--- config.mk ---
export PLATFORM = sky130hd
export DESIGN_NAME = bej_front_flat
export DESIGN_NICKNAME = d
export VERILOG_FILES = /design/src/sv/burgers_element_jacobian_top_macros.svh /design/src/sv/bej_pkg.sv /design/src/sv/bej_ifs.sv /design/src/sv/bej_front.sv /design/src/flat_wrapper.sv
export SDC_FILE = /design/constraint.sdc
export NUM_CORES = 1
export LEC_CHECK = 0
export BUFFER_PORTS_ARGS = -buffer_cell sky130_fd_sc_hd__buf_2
export CORE_ASPECT_RATIO = 2
export CORE_UTILIZATION = 55
export CTS_BUF_LIST = sky130_fd_sc_hd__clkbuf_16
export CTS_CLUSTER_DIAMETER = 30
export CTS_CLUSTER_SIZE = 8
export DETAILED_ROUTE_END_ITERATION = 10
export PLACE_DENSITY_LB_ADDON = 0.12
export REMOVE_ABC_BUFFERS = 1
export SYNTH_ARGS = -nofsm -noshare
export SYNTH_HDL_FRONTEND = slang
export SYNTH_SLANG_ARGS = --single-unit
--- constraint.sdc ---
create_clock -name clock -period 11.9 [get_ports clock]
set_input_delay 0.595 -clock clock [delete_from_list [all_inputs] [get_ports clock]]
set_output_delay 0.595 -clock clock [all_outputs]
set_load 0.01 [all_outputs]
--- src/sv/burgers_element_jacobian_top_macros.svh ---
// Assertion macros for the Burgers element Jacobian block.
// Included by the top level; depends on nothing else.
`ifndef BURGERS_ELEMENT_JACOBIAN_TOP_MACROS_SVH
`define BURGERS_ELEMENT_JACOBIAN_TOP_MACROS_SVH

// Implication in the same cycle, disabled during reset.
`define BEJ_ASSERT_NOW(label, clk, rst, ante, cons, msg) \
   label: assert property (@(posedge clk) disable iff (rst) (ante) |-> (cons)) \
      else $error(msg);

// Implication into the next cycle, disabled during reset.
`define BEJ_ASSERT_NEXT(label, clk, rst, ante, cons, msg) \
   label: assert property (@(posedge clk) disable iff (rst) (ante) |=> (cons)) \
      else $error(msg);

// Plain implication that also holds while reset is applied.
`define BEJ_ASSERT_ALWAYS(label, clk, ante, cons, msg) \
   label: assert property (@(posedge clk) (ante) |-> (cons)) else $error(msg);

`endif

--- src/sv/bej_pkg.sv ---
// Package for the Burgers element Jacobian block: types, Gauss constants,
// per-point basis tables and the rounding and saturation helpers. No dependencies.
package bej_pkg;

   localparam int NumPts    = 16;
   localparam int QueueDepth = 2;
   localparam int FracC     = 30;
   localparam int FracV     = 16;

   typedef logic [3:0][29:0] phi_row_type;

   typedef logic [29:0] absc_arr_type [4];
   localparam absc_arr_type ABSC  = '{30'd74551875, 30'd354344979,
                                      30'd719396845, 30'd999189949};
   localparam absc_arr_type GWGHT = '{30'd373506296, 30'd700235528,
                                      30'd700235528, 30'd373506296};

   // One element as held in the queue, with the two x-differences precomputed.
   typedef struct packed {
      logic signed [31:0] u0;
      logic signed [31:0] u1;
      logic signed [31:0] u2;
      logic signed [31:0] u3;
      logic signed [32:0] dux0;
      logic signed [32:0] dux1;
      logic [30:0]        dur;
   } elem_type;

   // Saturated entries handed from the accumulators to the output bank.
   typedef struct packed {
      logic              load;
      logic [15:0][31:0] vals;
   } bank_load_type;

   // Round to nearest, ties away from zero, by a constant shift.
   function automatic logic signed [63:0] rnd_shift(input logic signed [63:0] v,
                                                     input int unsigned s);
      logic [63:0] m;
      m = v[63] ? (64'd0 - v) : v;
      m = (m + (64'd1 << (s - 1))) >> s;
      return v[63] ? $signed(64'd0 - m) : $signed(m);
   endfunction

   function automatic logic signed [31:0] sat32(input logic signed [63:0] v);
      logic signed [31:0] r;
      if (v > 64'sd2147483647) r = 32'sh7FFFFFFF;
      else if (v < -64'sd2147483648) r = 32'sh80000000;
      else r = v[31:0];
      return r;
   endfunction

   // Elaboration-time rounding of a product of two Q0.30 constants.
   function automatic logic [29:0] cmul(input logic [29:0] a, input logic [29:0] b);
      logic [63:0] p;
      p = 64'(a) * 64'(b);
      p = (p + (64'd1 << (FracC - 1))) >> FracC;
      return p[29:0];
   endfunction

   function automatic phi_row_type phi_row(input int pt);
      phi_row_type r;
      int i;
      int j;
      i = pt / 4;
      j = pt % 4;
      r[0] = cmul(ABSC[3 - i], ABSC[3 - j]);
      r[1] = cmul(ABSC[i], ABSC[3 - j]);
      r[2] = cmul(ABSC[i], ABSC[j]);
      r[3] = cmul(ABSC[3 - i], ABSC[j]);
      return r;
   endfunction

   function automatic logic [29:0] w_of(input int pt);
      return cmul(GWGHT[pt / 4], GWGHT[pt % 4]);
   endfunction

   typedef phi_row_type phi_tab_type [16];
   typedef logic [29:0] w_tab_type [16];

   localparam phi_tab_type PHI_TAB = '{
      phi_row(0), phi_row(1), phi_row(2), phi_row(3),
      phi_row(4), phi_row(5), phi_row(6), phi_row(7),
      phi_row(8), phi_row(9), phi_row(10), phi_row(11),
      phi_row(12), phi_row(13), phi_row(14), phi_row(15)};

   localparam w_tab_type W_TAB = '{
      w_of(0), w_of(1), w_of(2), w_of(3), w_of(4), w_of(5), w_of(6), w_of(7),
      w_of(8), w_of(9), w_of(10), w_of(11), w_of(12), w_of(13), w_of(14), w_of(15)};

endpackage

--- src/sv/bej_ifs.sv ---
// Channel interfaces of the Burgers element Jacobian block.
// Stand-alone; the field widths follow the element and entry formats.
interface bej_req_if;
   logic               valid;
   logic               ready;
   logic signed [31:0] node_u0;
   logic signed [31:0] node_u1;
   logic signed [31:0] node_u2;
   logic signed [31:0] node_u3;
   logic [30:0]        elem_width;
   logic [30:0]        elem_duration;

   modport source(output valid, node_u0, node_u1, node_u2, node_u3, elem_width,
                  elem_duration, input ready);
   modport sink(input valid, node_u0, node_u1, node_u2, node_u3, elem_width,
                elem_duration, output ready);
endinterface


--- src/sv/bej_front.sv ---
// Front end: accepts element words into a two-entry queue and precomputes
// the nodal x-differences. Depends on bej_pkg and bej_ifs.
module bej_front #(
   parameter int Depth = bej_pkg::QueueDepth
) (
   input  logic              clock,
   input  logic              reset,
   bej_req_if.sink           req_ch,
   input  logic              pop,
   output logic              q_valid,
   output bej_pkg::elem_type q_elem
);

   localparam int PtrW = (Depth > 1) ? $clog2(Depth) : 1;
   localparam int CntW = $clog2(Depth + 1);

   bej_pkg::elem_type  mem_ff [Depth];
   logic [PtrW-1:0]    head_ff, head_in;
   logic [PtrW-1:0]    tail_ff, tail_in;
   logic [CntW-1:0]    count_ff, count_in;
   logic               push;
   bej_pkg::elem_type  new_elem;

   // The element width cancels out of the Jacobian and is not stored.
   always_comb begin
      new_elem.u0   = req_ch.node_u0;
      new_elem.u1   = req_ch.node_u1;
      new_elem.u2   = req_ch.node_u2;
      new_elem.u3   = req_ch.node_u3;
      new_elem.dux0 = 33'(req_ch.node_u1) - 33'(req_ch.node_u0);
      new_elem.dux1 = 33'(req_ch.node_u2) - 33'(req_ch.node_u3);
      new_elem.dur  = req_ch.elem_duration;
   end

   assign req_ch.ready = (count_ff != CntW'(Depth));
   assign push    = req_ch.valid && req_ch.ready;
   assign q_valid = (count_ff != '0);
   assign q_elem  = mem_ff[head_ff];

   always_comb begin
      head_in  = head_ff;
      tail_in  = tail_ff;
      count_in = count_ff;
      if (push) begin
         tail_in = (tail_ff == PtrW'(Depth - 1)) ? '0 : tail_ff + 1'b1;
      end
      if (pop) begin
         head_in = (head_ff == PtrW'(Depth - 1)) ? '0 : head_ff + 1'b1;
      end
      if (push && !pop) count_in = count_ff + 1'b1;
      else if (!push && pop) count_in = count_ff - 1'b1;
   end

   always_ff @(posedge clock) begin
      if (reset) begin
         head_ff  <= '0;
         tail_ff  <= '0;
         count_ff <= '0;
      end else begin
         head_ff  <= head_in;
         tail_ff  <= tail_in;
         count_ff <= count_in;
      end
      if (push) mem_ff[tail_ff] <= new_elem;
   end

endmodule

--- src/flat_wrapper.sv ---
// flat-port wrapper written by rule: the top's interface ports become plain ports
module bej_front_flat 
#(
   parameter int Depth = bej_pkg::QueueDepth
)
  (clock, reset, pop, q_valid, q_elem, req_ch_valid, req_ch_node_u0, req_ch_node_u1, req_ch_node_u2, req_ch_node_u3, req_ch_elem_width, req_ch_elem_duration, req_ch_ready);
  bej_req_if req_ch_i ();
  input  logic clock;
  input  logic reset;
  input  logic pop;
  output logic q_valid;
  output bej_pkg::elem_type q_elem;
  input wire logic [$bits(req_ch_i.valid)-1:0] req_ch_valid;
  input wire logic [$bits(req_ch_i.node_u0)-1:0] req_ch_node_u0;
  input wire logic [$bits(req_ch_i.node_u1)-1:0] req_ch_node_u1;
  input wire logic [$bits(req_ch_i.node_u2)-1:0] req_ch_node_u2;
  input wire logic [$bits(req_ch_i.node_u3)-1:0] req_ch_node_u3;
  input wire logic [$bits(req_ch_i.elem_width)-1:0] req_ch_elem_width;
  input wire logic [$bits(req_ch_i.elem_duration)-1:0] req_ch_elem_duration;
  output wire logic [$bits(req_ch_i.ready)-1:0] req_ch_ready;
  assign req_ch_i.valid = req_ch_valid;
  assign req_ch_i.node_u0 = req_ch_node_u0;
  assign req_ch_i.node_u1 = req_ch_node_u1;
  assign req_ch_i.node_u2 = req_ch_node_u2;
  assign req_ch_i.node_u3 = req_ch_node_u3;
  assign req_ch_i.elem_width = req_ch_elem_width;
  assign req_ch_i.elem_duration = req_ch_elem_duration;
  assign req_ch_ready = req_ch_i.ready;
  bej_front #(.Depth(Depth)) u_core (.clock(clock), .reset(reset), .req_ch(req_ch_i), .pop(pop), .q_valid(q_valid), .q_elem(q_elem));
endmodule
==> run metrics, run 1 <==
full die area=between 30000 and 40000 µm²; final worst path period need=around 3600 ps; synthesized area per cell=approximately 16 µm²; leftover overflow at the end of global routing=0; total wire length after detailed routing=44.6 mm; CTS Root Buffer Type=clkbuf_16; die boundary width=roughly 140 µm; final setup margin=8310 ps; P_leak=just under 0.01 µW; cells traversed along the worst timing path=buf_12 > mux2_2 > buf_2; TritonCTS clock tree=built; Reg-to-Reg End=u_core.mem_ff[0][52]$_DFFE_PP_; clock-pin slew on the worst setup and hold paths=50 ps; Clock Sinks=~460; CTS buffer count=between 60 and 70; post-synthesis instance total=1273; post-route antenna net violation count=0; num ports=421; fin nets=~2000; combined global-route utilization of all metal layers=roughly a quarter; first-pass GRT wire length=66.5 mm; average routed wire per standard cell=20.5 µm; core region area=35700 µm²; vias in the first global route=approximately 13000; largest net degree at the start of global routing=between 150 and 200; number of DRC violations after detailed-routing iteration 0=roughly 550; most used cells in the layout excluding fill and tap cells=450 x edfxtp_1, 389 x buf_2, 225 x mux2_2, 96 x inv_1, 71 x clkbuf_16; number of buffers added on ports=about 390; minimum setup slack among reg-to-reg paths=8920 ps; number of buffers inserted to repair setup after CTS=0; Post-route DRC=0; Rel. slew slack=between 20 and 25%; DR pass1 iterations=7; minimum setup slack after placement=approximately 8300 ps; total negative slack for setup checks=0 ps; number of cells traversed by the worst register-to-register path=4; EDFF count, synth=between 400 and 500; start point of the worst hold path=req_ch_elem_duration[12]; arrival time of data at the critical path endpoint=2990 ps; total setup violations reported at the end of the flow=0; CTS Hold Buffers Added=0; crit path max fanout=~160; end of the worst hold path=u_core.mem_ff[1][12]$_DFFE_PP_; worst-path cell with the longest stage delay=dfxtp_4; part of the Yosys area used for sequential elements=around two thirds; fill cell instance count of the final layout=2529; number of gates given a new drive strength after cts=0; Vias/cell=5.53; clk_lat worst skew=between 500 and 600 ps; number of max-slew violations in the final report=0; capturing element type of the critical path=output port; required time worst endpoint=approximately 11000 ps; max-capacitance violation count=0; fraction of layout cells with a size suffix above 1=~41%; number of warnings reported in the yosys synthesis log=0; top flip-flop cell by instance count after synthesis=edfxtp_1; FMAX=0.279 GHz; number of hold violations in the final report=0; worst min-delay path category=primary input to flop; Area Growth Syn to Fin=21.8%; setup clock skew after layout=between 15 and 20 ps; total number of vias=between 10000 and 15000; maximum single-stage delay on the critical path=between 900 and 1000 ps; setup repair after global routing missed its margin=false; count of standard-cell rows=about 100; most common cell after layout, fill and taps aside=edfxtp_1; count of state elements after synthesis=roughly 460; VDD IR max=between 100 and 150 µV; ratio of final minimum period to clock period=roughly 30%; starting density of the core=55.9%; run status=completed; Chip Height=about 270 µm; H-tree lvl count=3; number of antenna violations at the first check in global routing=11; depth of the worst hold-timing path=1; R2R Path Start=u_core.count_ff[0]$_SDFFE_PP0P_; slew at the pin closest to its max-slew limit=approximately 1100 ps; post-detail-place hpwl=30.6 mm; summed instance area of the synthesized netlist=between 15000 and 20000 µm²; routability congestion estimate from global placement=~0.9; nature of the critical path startpoint=flop; Crit Path Category=flop to output port; clock buffer depth=3; count of cell types in the netlist=53; async set-reset flop share out of synthesis=0%; total power density per cell area=approximately 190 nW/µm²
cells by family after synthesis:
logic type	after synthesis	synth area share, %
mux	226	12.7
xor+xnor	63	2.76
simple gates	148	3.46
fa+ha+maj	67	4.28
flops	455	68.2
compound gates	193	6.22
buf+inv	121	2.32
report_power, final:
part / internal (µW) / total, µW / switching (µW)
logic: 323 / 795 / 472
clock network: 1050 / 1690 / 639
registers: 2030 / 2080 / 51.5
per-layer routing:
| layer | wire, µm | part of all wire [%] | global-route usage (%) |
|---|---|---|---|
| met4 | 1780 | 4.0 | 12.5 |
| met1 | 14900 | 33 | 23.1 |
| met2 | 24700 | 55 | 45.0 |
| met5 | 49 | 0.11 | 0 |
| met3 | 3140 | 7.0 | 6.65 |
metrics by stage:
stage / hold slack (ps) / util (%) / power [µW] / std cells / area [µm²]
2_1_floorplan: 461 / - / 2660 / 1236 / 19800
3_3_place_gp: 479 / 62.8 / 2880 / 2080 / 22400
3_5_place_dp: 500 / 62.8 / 2910 / 2080 / 22400
4_1_cts: 195 / 68.1 / 4610 / 2173 / 24300
5_1_grt: 202 / 68.1 / 4740 / 2179 / 24300
6_report: 217 / 68.1 / 4570 / 2180 / 24300
state kept, by name (all words and copies together), names as in the netlist, named ones only:
| signal | flops |
|---|---|
| u_core.count_ff | 2 |
| u_core.head_ff | 1 |
| u_core.mem_ff | 450 |
| u_core.tail_ff | 1 |
worst max-delay path by stage:
stage | endpoint | slack (ps) | cells after the start
floorplan | u_core.mem_ff[0][0]$_DFFE_PP_ | 1080 | 2
global placement | u_core.mem_ff[0][61]$_DFFE_PP_ | 8340 | 12
detailed placement | u_core.mem_ff[0][63]$_DFFE_PP_ | 8310 | 12
CTS | q_elem[199] | 8270 | 3
global route | q_elem[166] | 8170 | 3
finish | q_elem[199] | 8310 | 3
area by class of cell:
type	count	area [µm²]	area share, %
sequential	455	13600	56.0
tap	450	563	2.32
inverter	84	315	1.30
clock inverter	22	125	0.515
antenna	7	17.5	0.0720
clock buffer	71	1780	7.31
timing repair buffer	394	2010	8.26
multi-input combinational	697	5890	24.2
synth_stat cells, types with 13 or more instances:
| cell type | number | area (µm²) |
|---|---|---|
| nand2_1 | 47 | 176 |
| edfxtp_1 | 450 | 13500 |
| mux2_2 | 225 | 2530 |
| clkbuf_1 | 34 | 128 |
| a21oi_1 | 70 | 350 |
| xnor2_1 | 43 | 377 |
| a21o_1 | 32 | 240 |
| inv_1 | 84 | 315 |
| nand3_1 | 13 | 65.1 |
| xor2_1 | 20 | 175 |
| nor2_1 | 39 | 146 |
| ha_1 | 65 | 813 |
| o21ai_0 | 23 | 115 |
| nand2b_1 | 14 | 87.6 |
worst max-delay path, delay by kind of cell, from the launching register on:
kind	cells	cell delay [ps]
muxes	1	440
buffers and inverters	2	770
DFF	1	950
(Power assumes the default switching activity.)
==> run 2: changes to the inputs <==
Settings changed: ABC_AREA from default to 1, CORE_UTILIZATION 55 to 50.
Clock period 11.9 ns to 3.05 ns, I/O delays scaled along.
==> run metrics, run 2 <==
ratio of final minimum period to clock period=a little under three quarters; most used cells in the layout excluding fill and tap cells=495 x nand2_1, 450 x edfxtp_1, 389 x buf_2, 329 x inv_1, 225 x mux2_2; number of antenna violations at the first check in global routing=0; total instance count after detailed placement=around 2800; post-route antenna net violation count=0; end of the worst hold path=u_core.tail_ff$_SDFFE_PP0P_; largest cells by area after synthesis=edfxtp_1 63%, mux2_2 12%, nand2_1 8.6%; utilization after layout=approximately 65%; post-place instance area=24200 µm²; number of max-slew violations in the final report=0; worst hold margin=around 130 ps; DR pass1 iterations=5; fill cell instance count of the final layout=approximately 3300; TritonCTS clock tree=built; most instantiated library cell after synthesis=nand2_1; worst min-delay path category=primary input to flop; count of standard-cell rows=107; average routed wire per standard cell=between 15 and 20 µm; leftover overflow at the end of global routing=0; area share of the largest cell type after synthesis=approximately 63%; slew at the pin closest to its max-slew limit=a little under 600 ps; R2R Path Start=u_core.count_ff[0]$_SDFFE_PP0P_; total wire length after detailed routing=53.3 mm; arrival time of data at the critical path endpoint=2040 ps; part of the Yosys area used for sequential elements=about 63%; die boundary width=~150 µm; CTS buffer count=70; number of buffers added on ports=between 300 and 400; Post-synth top cells=495 x nand2_1, 450 x edfxtp_1, 321 x inv_1; start point of the worst hold path=req_ch_valid; fin nets=approximately 2700; clock-pin slew on the worst setup and hold paths=50 ps; count of cell types in the netlist=25; starting density of the core=between 50% and 60%; routability congestion estimate from global placement=a little over 0.9; largest net degree at the start of global routing=89; run status=completed; biggest regs=u_core.mem_ff x450, u_core.count_ff x2; Clock Sinks=455; post-detail-place hpwl=37.8 mm; Rel. slew slack=60.8%; num ports=approximately 420; area of combinational cells with multiple inputs=6590 µm²; clk_lat worst skew=between 500 and 600 ps; FMAX=~0.46 GHz; synthesized area per cell=approximately 12 µm²; Post-route DRC=0; CTS Root Buffer Type=clkbuf_16; required time worst endpoint=between 2000 and 3000 ps; number of gates given a new drive strength after cts=0; core region area=~43000 µm²; total power density per cell area=between 600 and 700 nW/µm²; async set-reset flop share out of synthesis=0%; EDFF count, synth=450; Finished Layout Cells=roughly 3000; count of state elements after synthesis=between 400 and 500; vias in the first global route=roughly 15000; P_leak=around 0.012 µW; combined global-route utilization of all metal layers=24.2%; post-synthesis instance total=between 1500 and 2000; number of cells traversed by the worst register-to-register path=5; VDD IR max=just under 700 µV; summed instance area of the synthesized netlist=21600 µm²; Sequential Area=around 14000 µm²; largest register by flop count=u_core.mem_ff; Area Growth Syn to Fin=29.1%; top cell type by total area after synthesis=edfxtp_1; final instance area=between 20000 and 30000 µm²; Crit Path Category=flop to output port; H-tree lvl count=3; most common cell after layout, fill and taps aside=nand2_1; minimum setup slack among reg-to-reg paths=~1300 ps; nature of the critical path startpoint=flop; max-capacitance violation count=0; full die area=between 40000 and 50000 µm²; Chip Height=296 µm; top flip-flop cell by instance count after synthesis=edfxtp_1; fraction of layout cells with a size suffix above 1=a little under 30%; final worst path period need=~2200 ps; Antenna Cells=0; capturing element type of the critical path=output port; clock buffer depth=3; Reg-to-Reg End=u_core.mem_ff[1][20]$_DFFE_PP_; total setup violations reported at the end of the flow=0; number of DRC violations after detailed-routing iteration 0=around 700; setup clock skew after layout=between 10 and 15 ps; setup repair after global routing missed its margin=false; max reg flops=450; number of warnings reported in the yosys synthesis log=0; depth of the worst hold-timing path=5; first-pass GRT wire length=80.9 mm; number of hold violations in the final report=0; Vias/cell=a little under 5; total number of vias=~15000; crit path max fanout=74
[run 2: per-stage QoR]
stage                     setup slack, ps  power, µW  setup TNS, ps
after floorplan                     -7710       9870       -4171000
after global placement                954      10800              0
after detailed placement              929      10800              0
after CTS                             816      17900              0
after global routing                  765      18400              0
final                                 854      17700              0
[run 2: what timing repair did]
action	in CTS	in global routing
hold endpoints to repair	323	0
setup buffers	0	0
hold buffers	162	0
[run 2: worst max path at each step]
stage | slack (ps) | from | cells past startpoint | end
floorplan | -7710 | u_core.count_ff[0]$_SDFFE_PP0P_ | 4 | u_core.mem_ff[1][0]$_DFFE_PP_
global placement | 950 | req_ch_node_u1[0] | 14 | u_core.mem_ff[0][92]$_DFFE_PP_
detailed placement | 930 | req_ch_node_u2[0] | 14 | u_core.mem_ff[1][59]$_DFFE_PP_
CTS | 820 | flop | 3 | q_elem[92]
global route | 760 | flop | 3 | q_elem[75]
finish | 850 | flop | 3 | q_elem[209]
[run 2: cells by family (layout without fill, tap and decap cells)]
| family | Yosys count | after routing | synth area share [%] |
|---|---|---|---|
| fa+ha+maj | 67 | 67 | 3.96 |
| flops | 455 | 455 | 63.1 |
| simple gates | 663 | 663 | 12.2 |
| compound gates | 52 | 52 | 1.31 |
| mux | 225 | 225 | 11.7 |
| buf+inv | 348 | 978 | 6.41 |
| xor+xnor | 31 | 31 | 1.26 |
[run 2: layout make-up]
cell class,count,area share (%)
Timing Repair Buffer,563,13.5
Tap cell,545,2.45
Multi-Input combinational cell,1038,23.7
Clock buffer,70,6.29
Inverter,321,4.33
Clock inverter,24,0.800
Sequential cell,455,48.9
[run 2: critical path, stage by stage (launching register included)]
cell and delay, ps:
dfxtp_4 450, buf_12 350, mux2_2 410, buf_2 140
[run 2: metal layers]
layer	track usage [%]	routed length [µm]	share of wire, %	vias up
li1	-	-	-	7330
met1	26.0	19800	37	6930
met2	45.6	28800	54	427
met3	5.25	3220	6.0	88
met4	9.06	1500	2.8	0
met5	0	0	0	-
[run 2: power breakdown]
part           total [µW]  switching (µW)  internal (µW)
Clock                6870            2610           4260
Combinational        3120            1840           1280
Sequential           7750             122           7620
==> run 3: changes to the inputs <==
Settings changed: ABC_AREA 1 to 0, CORE_UTILIZATION 50 to 55.
Clock period 3.05 ns to 2.1 ns, I/O delays scaled along.
==> run metrics, run 3 (synthesized netlist as in run 1, its figures left out) <==
nature of the critical path startpoint=primary input; first-pass GRT wire length=between 70 and 80 mm; R2R Path Start=u_core.count_ff[0]$_SDFFE_PP0P_; combined global-route utilization of all metal layers=between 20% and 30%; most used cells in the layout excluding fill and tap cells=450 x edfxtp_1, 387 x buf_2, 225 x mux2_2, 179 x buf_4, 164 x dlygate4sd3_1; P_leak=0.0113 µW; clk_lat worst skew=roughly 570 ps; total negative slack for setup checks=0 ps; worst hold margin=approximately 50 ps; total setup violations reported at the end of the flow=0; Vias/cell=approximately 5.5; worst path bufs/invs=3; count of standard-cell rows=approximately 100; ratio of final minimum period to clock period=between 90 and 100%; required time worst endpoint=2410 ps; Reg-to-Reg End=u_core.mem_ff[0][7]$_DFFE_PP_; fin nets=2313; depth of the worst hold-timing path=4; Crit Path Category=primary input to flop; die boundary width=approximately 140 µm; slew at the pin closest to its max-slew limit=approximately 530 ps; clock-pin slew on the worst setup and hold paths=roughly 50 ps; max reg flops=450; number of hold violations in the final report=0; routability congestion estimate from global placement=a little under 0.9; number of cells traversed by the worst register-to-register path=4; post-route antenna net violation count=0; family with the most delay on the worst path=compound AO/OA/AOI/OAI gates; number of DRC violations after detailed-routing iteration 0=651; core region area=35700 µm²; vias in the first global route=14900; CP Launch Point=req_ch_node_u2[0]; most common cell after layout, fill and taps aside=edfxtp_1; start point of the worst hold path=req_ch_valid; post-place instance area=between 20000 and 25000 µm²; leftover overflow at the end of global routing=0; Area Growth Syn to Fin=39.3%; total number of vias=around 14000; Post-route DRC=0; run status=completed; capturing element type of the critical path=flop; post-detail-place hpwl=~33 mm; minimum setup slack among reg-to-reg paths=around 300 ps; total wire length after detailed routing=just over 50 mm; maximum single-stage delay on the critical path=350 ps; clock buffer depth=3; crit path max fanout=3; VDD IR max=900 µV; cells traversed along the worst timing path=buf_8 > inv_4 > ha_4 > fa_2 > and2b_2 > o2111ai_4 > and3_4 > o31a_1 > o31ai_2 > buf_4 > o21ai_4 > o21ai_1 > o21ai_1; starting density of the core=a little under three fifths; worst-path cell with the longest stage delay=fa_2; Clock Sinks=between 400 and 500; CTS buffer count=70; full die area=around 37000 µm²; biggest regs=u_core.mem_ff x450, u_core.count_ff x2; CTS Root Buffer Type=clkbuf_16; end of the worst hold path=u_core.tail_ff$_SDFFE_PP0P_; total power density per cell area=976 nW/µm²; arrival time of data at the critical path endpoint=about 2400 ps; number of buffers added on ports=389; final worst path period need=2080 ps; number of antenna violations at the first check in global routing=6; largest net degree at the start of global routing=between 80 and 90; DR pass1 iterations=7; num ports=~420; fraction of layout cells with a size suffix above 1=45.1%; FMAX=0.480 GHz; TritonCTS clock tree=built; H-tree lvl count=3; largest register by flop count=u_core.mem_ff; total instance count after detailed placement=about 2300; worst min-delay path category=primary input to flop; Finished Layout Cells=2525; Chip Height=271 µm; number of max-slew violations in the final report=0; utilization after layout=roughly 78%; dominant cell type by count on the critical path=o21ai_1; max-capacitance violation count=0; final instance area=roughly 28000 µm²; setup clock skew after layout=about 14 ps; Rel. slew slack=about two thirds; average routed wire per standard cell=20.3 µm
run 3: cell types whose count changed in the layout (fill, tap and decap cells not counted), sizes merged, moves of 14 or more:
cell / delta
nand2: -464
inv: -240
buf: +179
nor2: -48
xnor2: +38
nand3: -33
o21ai: +33
a21o: +30
a21oi: +26
nand2b: +14
run 3: per-layer routing:
metal / vias to the layer above / part of all wire [%] / global-route usage, %
li1: 6373 / - / -
met2: 491 / 55 / 51.5
met4: 4 / 5.2 / 14.9
met1: 6786 / 32 / 26.3
met5: - / 0.051 / 0
met3: 155 / 6.9 / 7.41
run 3: power by group:
group	switching, µW	internal (µW)
Clock	3670	6220
Sequential	260	11500
Combinational	3030	2490
run 3: cell type report:
cell class	count	area, µm²
Antenna cell	4	10.0
Clock buffer	71	1780
Clock inverter	20	173
Fill cell	2132	7880
Inverter	84	318
Multi-Input combinational cell	697	6150
Sequential cell	455	13600
Tap cell	450	563
Timing Repair Buffer	744	5200
run 3: worst register-to-register path: cells and delay by family, from the launching register on:
| family | cells | cell delay [ps] |
|---|---|---|
| buf+inv | 1 | 410 |
| flops | 1 | 400 |
| simple gates | 3 | 550 |
run 3: how the worst max path moves through the flow:
stage	slack [ps]	cells after the start	end
after global placement	-840	13	u_core.mem_ff[0][63]$_DFFE_PP_
after CTS	-20	13	u_core.mem_ff[1][63]$_DFFE_PP_
after floorplan	-8720	3	u_core.mem_ff[0][0]$_DFFE_PP_
final	20	13	u_core.mem_ff[1][63]$_DFFE_PP_
after global routing	-30	12	u_core.mem_ff[1][60]$_DFFE_PP_
after detailed placement	-840	12	u_core.mem_ff[1][61]$_DFFE_PP_
run 3: per-stage QoR:
step,worst slack (ps),power [µW]
floorplan,-8720,14500
detailed placement,-842,17000
global placement,-838,16800
finish,16.1,27100
global route,-27.6,28100
CTS,-22.0,27200
run 3: repair_timing:
item,4_1_cts,5_1_grt
endpoints found under the setup margin,24,47
endpoints found under the hold margin,327,0
pin swaps,9,16
resized for setup,17,38
buffers inserted,1,4
hold buffers,164,0
